--- config.mk ---
export PLATFORM = sky130hd
export DESIGN_NAME = u16550_regs
export DESIGN_NICKNAME = d
export VERILOG_FILES = /design/src/hw/rtl/u16550_pkg.sv /design/src/hw/rtl/u16550_regs.sv
export SDC_FILE = /design/constraint.sdc
export NUM_CORES = 1
export LEC_CHECK = 0
export ABC_AREA = 0
export BUFFER_PORTS_ARGS = -buffer_cell sky130_fd_sc_hd__buf_2
export CAP_MARGIN = 20
export CORE_MARGIN = 4
export CORE_UTILIZATION = 60
export DETAILED_ROUTE_END_ITERATION = 12
export HOLD_SLACK_MARGIN = 0.02
export PLACE_DENSITY = 0.78
export SLEW_MARGIN = 20
export SYNTH_ARGS = -nofsm -noshare
export SYNTH_HDL_FRONTEND = slang
export SYNTH_SLANG_ARGS = --single-unit
--- constraint.sdc ---
create_clock -name clk -period 3.83 [get_ports clk]
set_input_delay 0.5745 -clock clk [delete_from_list [all_inputs] [get_ports clk]]
set_output_delay 0.5745 -clock clk [all_outputs]
set_load 0.03 [all_outputs]
--- src/hw/rtl/u16550_pkg.sv ---
// Shared types, codes and constants for the 16550 register model.
package u16550_pkg;

  localparam int FIFO_DEPTH = 16;
  localparam int PTR_W      = $clog2(FIFO_DEPTH);

  typedef logic [PTR_W-1:0] ptr_t;

  typedef enum logic [1:0] {
    CMD_WRITE = 2'd0,
    CMD_READ  = 2'd1,
    CMD_RX    = 2'd2,
    CMD_DRAIN = 2'd3
  } cmd_t;

  localparam logic [2:0] REG_RBR = 3'd0;
  localparam logic [2:0] REG_IER = 3'd1;
  localparam logic [2:0] REG_IIR = 3'd2;
  localparam logic [2:0] REG_LCR = 3'd3;
  localparam logic [2:0] REG_MCR = 3'd4;
  localparam logic [2:0] REG_LSR = 3'd5;
  localparam logic [2:0] REG_MSR = 3'd6;
  localparam logic [2:0] REG_SCR = 3'd7;

  localparam logic [7:0] IIR_LINE  = 8'd6;
  localparam logic [7:0] IIR_DATA  = 8'd4;
  localparam logic [7:0] IIR_THRE  = 8'd2;
  localparam logic [7:0] IIR_NONE  = 8'd1;

  localparam logic [7:0] LSR_DR      = 8'h01;
  localparam logic [7:0] LSR_ERR     = 8'h1E;
  localparam logic [7:0] LSR_ERR_CLR = 8'h0E;
  localparam logic [7:0] LSR_THRE    = 8'h20;
  localparam logic [7:0] LSR_EMPTY   = 8'h60;
  localparam logic [7:0] MSR_CTS     = 8'h10;
  localparam logic [7:0] MSR_DCTS    = 8'h01;

  localparam int LCR_DLAB  = 7;
  localparam int MCR_AFE   = 5;

  // Input transaction payload, first field in the high bits.
  typedef struct packed {
    logic       cts_level;
    logic [7:0] line_byte;
    logic [7:0] write_data;
    logic [2:0] reg_index;
  } item_t;

  // Result payload, first field in the high bits.
  typedef struct packed {
    logic        auto_flow;
    logic        rts_out;
    logic        dtr_out;
    logic [1:0]  stop_mode;
    logic [2:0]  parity_mode;
    logic [3:0]  data_bits;
    logic [15:0] divisor;
    logic [2:0]  irq_id;
    logic [7:0]  tx_byte;
    logic        tx_valid;
    logic [7:0]  read_data;
  } result_t;

  localparam int ITEM_W   = $bits(item_t);
  localparam int IN_TDATA_W  = ((ITEM_W + 7) / 8) * 8;
  localparam int OUT_TDATA_W = (($bits(result_t) + 7) / 8) * 8;

  function automatic ptr_t ring_next(ptr_t p);
    ring_next = (p == PTR_W'(FIFO_DEPTH - 1)) ? '0 : p + PTR_W'(1);
  endfunction

endpackage

--- src/hw/rtl/u16550_regs.sv ---
// Register file, transmit/receive rings and result formatting.
module u16550_regs
  import u16550_pkg::*;
(
  input  logic    clk,
  input  logic    rst,
  input  logic    en,
  input  cmd_t    cmd,
  input  item_t   item,
  output result_t result
);

  logic [7:0] tx_ring [FIFO_DEPTH];
  logic [7:0] rx_ring [FIFO_DEPTH];
  ptr_t tx_head, tx_tail, rx_head, rx_tail;
  logic [7:0] rbr, ier, iir, lcr, mcr, lsr, msr, scr, dl_lo, dl_hi;
  logic dtr, rts;

  ptr_t tx_head_next, tx_tail_next, rx_head_next, rx_tail_next;
  logic [7:0] rbr_next, ier_next, iir_next, lcr_next, mcr_next;
  logic [7:0] lsr_next, msr_next, scr_next, dl_lo_next, dl_hi_next;
  logic dtr_next, rts_next;
  logic tx_push, rx_push;
  logic [7:0] rdata, txb;
  logic txv;

  always_comb begin
    logic dlab;
    logic [7:0] chg;
    dlab = lcr[LCR_DLAB];
    chg = '0;
    tx_head_next = tx_head;
    tx_tail_next = tx_tail;
    rx_head_next = rx_head;
    rx_tail_next = rx_tail;
    rbr_next = rbr;
    ier_next = ier;
    lcr_next = lcr;
    mcr_next = mcr;
    lsr_next = lsr;
    msr_next = msr;
    scr_next = scr;
    dl_lo_next = dl_lo;
    dl_hi_next = dl_hi;
    dtr_next = dtr;
    rts_next = rts;
    tx_push = 1'b0;
    rx_push = 1'b0;
    rdata = '0;
    txb = '0;
    txv = 1'b0;
    case (cmd)
      CMD_WRITE: begin
        case (item.reg_index)
          REG_RBR: begin
            if (dlab) begin
              dl_lo_next = item.write_data;
            end else begin
              lsr_next = lsr & ~LSR_EMPTY;
              if (ring_next(tx_head) != tx_tail) begin
                tx_push = 1'b1;
                tx_head_next = ring_next(tx_head);
                if (ring_next(tx_head_next) != tx_tail) begin
                  lsr_next = lsr_next | LSR_EMPTY;
                end
              end
            end
          end
          REG_IER: begin
            if (dlab) dl_hi_next = item.write_data;
            else ier_next = item.write_data;
          end
          REG_LCR: lcr_next = item.write_data;
          REG_MCR: begin
            mcr_next = item.write_data;
            if (!item.write_data[MCR_AFE]) begin
              chg = mcr ^ item.write_data;
              if (chg[0]) dtr_next = item.write_data[0];
              if (chg[1]) rts_next = item.write_data[1];
            end
          end
          REG_SCR: scr_next = item.write_data;
          default: ;
        endcase
      end
      CMD_READ: begin
        case (item.reg_index)
          REG_RBR: begin
            if (dlab) begin
              rdata = dl_lo;
            end else begin
              rdata = rbr;
              if (rx_head != rx_tail) begin
                rbr_next = rx_ring[rx_tail];
                rdata = rx_ring[rx_tail];
                rx_tail_next = ring_next(rx_tail);
              end
              if (rx_head != rx_tail_next) lsr_next = lsr | LSR_DR;
              else lsr_next = lsr & ~LSR_DR;
            end
          end
          REG_IER: rdata = dlab ? dl_hi : ier;
          REG_IIR: rdata = iir;
          REG_LCR: rdata = lcr;
          REG_MCR: rdata = mcr;
          REG_LSR: begin
            rdata = lsr;
            lsr_next = lsr & ~LSR_ERR_CLR;
          end
          REG_MSR: begin
            msr_next = (msr & ~(MSR_CTS | MSR_DCTS))
                     | (item.cts_level ? MSR_CTS : 8'h00)
                     | ((msr[4] ^ item.cts_level) ? MSR_DCTS : 8'h00);
            rdata = msr_next;
          end
          REG_SCR: rdata = scr;
          default: ;
        endcase
      end
      CMD_RX: begin
        if (ring_next(rx_head) != rx_tail) begin
          rx_push = 1'b1;
          rx_head_next = ring_next(rx_head);
        end
        lsr_next = lsr | LSR_DR;
      end
      CMD_DRAIN: begin
        if (tx_head != tx_tail) begin
          txb = tx_ring[tx_tail];
          txv = 1'b1;
          tx_tail_next = ring_next(tx_tail);
        end
        lsr_next = lsr | LSR_EMPTY;
      end
      default: ;
    endcase
    if ((lsr_next & LSR_ERR) != 8'h00) iir_next = IIR_LINE;
    else if ((lsr_next & LSR_DR) != 8'h00) iir_next = IIR_DATA;
    else if ((lsr_next & LSR_THRE) != 8'h00) iir_next = IIR_THRE;
    else iir_next = IIR_NONE;
  end

  always_comb begin
    result.read_data   = rdata;
    result.tx_valid    = txv;
    result.tx_byte     = txb;
    result.irq_id      = iir_next[2:0];
    result.divisor     = ({dl_hi_next, dl_lo_next} == 16'd0) ? 16'd1
                                                             : {dl_hi_next, dl_lo_next};
    result.data_bits   = 4'd5 + {2'b00, lcr_next[1:0]};
    result.parity_mode = lcr_next[3] ? 3'd1 + {1'b0, lcr_next[5:4]} : 3'd0;
    result.stop_mode   = !lcr_next[2] ? 2'd0 : ((lcr_next[1:0] == 2'd0) ? 2'd1 : 2'd2);
    result.dtr_out     = dtr_next;
    result.rts_out     = rts_next;
    result.auto_flow   = mcr_next[MCR_AFE];
  end

  always_ff @(posedge clk) begin
    if (rst) begin
      tx_head <= '0;
      tx_tail <= '0;
      rx_head <= '0;
      rx_tail <= '0;
      rbr <= '0;
      ier <= '0;
      iir <= '0;
      lcr <= '0;
      mcr <= '0;
      lsr <= '0;
      msr <= '0;
      scr <= '0;
      dl_lo <= '0;
      dl_hi <= '0;
      dtr <= 1'b0;
      rts <= 1'b0;
    end else if (en) begin
      tx_head <= tx_head_next;
      tx_tail <= tx_tail_next;
      rx_head <= rx_head_next;
      rx_tail <= rx_tail_next;
      rbr <= rbr_next;
      ier <= ier_next;
      iir <= iir_next;
      lcr <= lcr_next;
      mcr <= mcr_next;
      lsr <= lsr_next;
      msr <= msr_next;
      scr <= scr_next;
      dl_lo <= dl_lo_next;
      dl_hi <= dl_hi_next;
      dtr <= dtr_next;
      rts <= rts_next;
    end
  end

  always_ff @(posedge clk) begin
    if (en && tx_push) tx_ring[tx_head] <= item.write_data;
    if (en && rx_push) rx_ring[rx_head] <= item.line_byte;
  end

endmodule

==> qor.txt <==
layout cells sized above 1 -> 25.92%
Syn-to-layout area delta -> 13.66%
DRT antenna net count -> 0
synth warn -> 0
leading area contributor after synthesis -> edfxtp_1
CP endpoint kind -> output port
CTS root buf -> clkbuf_16
worst hold-check path type -> primary input to flop
I/O pin cnt -> 73
drt drc -> 0
Via-to-Cell Ratio -> 6.177
initial drt markers -> 1,030
fin util -> 69.08%
Rows -> 58
Clock Path Buffers -> 3
CP max FO -> 8
period utilization -> 96.59%
drt wl/cell -> 23.01 µm
Netlist cell types -> 67
DIE WIDTH -> 167.3 µm
number of buffers created by CTS -> 37
PortBufs -> 72
clock latency on the worst-skew pair -> 0.52 ns
most frequent cell after synthesis -> edfxtp_1
measured slew at the worst slew-check pin -> 0.9374 ns
Hold Fails Final Rpt -> 0
maxcap violations -> 0
RD Place Congestion -> 0.8529
Power Dens Cells -> 455.9 mW/mm²
DP HPWL -> 22,500 µm
vias in the first global route -> 8,977
top_reg_cell synth -> edfxtp_1
WL final -> 34,500 µm
core area -> 0.02504 mm²
VDD IR max -> 0.0004090 V
routed via count -> 9,259
Pleak -> 6.107 nW
antenna violations before repair -> 0
Reg clk slew, reported paths -> 0.06 ns
final slew viol count -> 0
grt total ovfl -> 0
Sink Count -> 348
Synth top area share -> 50.52%
RSZ-0062 raised after global routing -> no
setup TNS -> 0 ns
first-pass GRT wire length -> 53,830 µm
synthesized area -> 0.01522 mm²
DIE AREA -> 0.02797 mm²
critical path arrival -> 3.12 ns
Initial Utilization -> 60.78%
1st-pass router iterations -> 5
Post-synth top cells -> 256 x edfxtp_1, 123 x nor2_1, 92 x dfxtp_1, 82 x mux4_2, 57 x mux2i_1
largest net degree at the start of global routing -> 47
Seq cells post-synth -> 348
clock skew -> 0.01522 ns
WS Path Type -> flop to output port
Clock H-tree levels -> 2
post-synthesis async set-or-reset flop share -> 0%
syn nets -> 1,093
Final #Nets -> 1,184
Max Clk Rate -> 270.3 MHz
die height -> 167.3 µm
synthesized area per cell -> 14.49 µm²
EDFF count, synth -> 256
top cells by area, synth -> edfxtp_1 51%, mux4_2 12%, dfxtp_1 12%
sequential cell area fraction in the yosys report -> 62.62%
antenna cells -> 0
overall power -> 7.885 mW
minimum clock period -> 3.699 ns
cell count after synthesis -> 1,050
required time worst endpoint -> 3.26 ns
crit start category -> flop
final setup fails -> 0
Rel. slew slack -> 37.51%
gr usage total -> 24.83%
CTS tree -> yes
status -> complete, no violations
## sequential cells by signal, summed over array words and instances (netlist names), 3 cells and up, named ones only
| register | flops |
|---|---|
| tx_head | 4 |
| rx_ring | 128 |
| rx_head | 4 |
| tx_tail | 4 |
| dl_lo | 8 |
| dl_hi | 8 |
| rbr | 8 |
| mcr | 8 |
| scr | 8 |
| lcr | 8 |
| tx_ring | 128 |
| lsr | 6 |
| rx_tail | 4 |
| ier | 8 |
| iir | 3 |
## what timing repair did
item                       CTS  global route
hold buffers                 0             0
gates resized for setup      1             9
setup endpoints to repair    1             7
setup buffers                0             0
## critical path, cell delays in order (launching register included)
cell,delay (ns)
dfxtp_4,0.39
inv_1,0.10
ha_1,0.35
nor2b_1,0.17
o21ai_0,0.15
a221oi_1,0.11
or4_1,0.52
a32o_2,0.33
nor2_2,0.15
and2_1,0.17
clkbuf_4,0.19
## cells in the final DEF, fill, tap and decap left out, drive strengths merged, types with 3 or more instances in the layout
cell type,n
xnor2,13
clkinv,12
a31oi,8
nand2b,5
a221oi,10
nand2,54
a21oi,40
mux2i,57
o21ai,22
a211oi,21
clkbuf,52
nand4,6
dfxtp,92
buf,124
and2,13
nand3,16
mux4,82
ha,18
nor3,21
nor4,3
a41oi,3
nor2b,17
xor2,10
edfxtp,256
bufinv,3
o31ai,3
nor2,124
inv,25
mux2,16
and3,8
## kinds of logic after synthesis
logic type	after synthesis	share of synthesized area [%]
buffers and inverters	98	2.886
DFF	348	62.62
xor gates and xnor gates	24	1.570
muxes	155	17.07
adders and majority gates	18	1.480
AOI/OAI and AO/OA	130	5.986
and+or+nand+nor	277	8.387
## power by group
group / internal (mW) / switching, mW / total (mW)
clock: 2.08 / 1.41 / 3.49
combinational: 0.0931 / 0.223 / 0.316
sequential: 4.06 / 0.0183 / 4.08
## final cells by class
| type | count | area, µm² |
|---|---|---|
| clock buffers | 51 | 1020 |
| repair buffers | 125 | 785.8 |
| clock inverters | 16 | 182.7 |
| inverters | 25 | 93.84 |
| well taps | 330 | 412.9 |
| fillers | 1636 | 7741 |
| flip-flops and latches | 348 | 9544 |
| multi-input cells | 604 | 5256 |
## final timing paths
check	startpoint	endpoint	slack (ns)	cells past startpoint
max	tx_head[0]$_SDFFE_PP0P_	result[17]	0.13	10
min	item[19]	msr[4]$_SDFFE_PP0P_	0.36	3
max reg2reg	rx_head[1]$_SDFFE_PP0P_	rx_ring[0][1]$_DFFE_PP_	0.61	8
min reg2reg	rbr[1]$_SDFFE_PP0P_	rbr[1]$_SDFFE_PP0P_	0.46	2
## layer usage
metal	track usage, %	up-vias	part of all wire (%)
met5	0	-	0
met3	4.651	80	8.0
met2	40.05	421	48
met4	7.728	0	3.1
li1	-	4192	-
met1	35.04	4566	40
## through the flow
| stage | hold WS (ns) | setup WS, ns | std cells | instance area (µm²) |
|---|---|---|---|---|
| floorplan | 0.4357 | 0.4128 | 1050 | 15220 |
| global route | 0.3777 | 0.003989 | 1499 | 17300 |
| detailed placement | 0.4544 | 0.5278 | 1432 | 16080 |
| global placement | 0.4425 | 0.6148 | 1432 | 16080 |
| CTS | 0.3535 | 0.008496 | 1499 | 17280 |
| finish | 0.3605 | 0.1307 | 1499 | 17300 |
No activity file was read; power rests on OpenSTA's default activity.
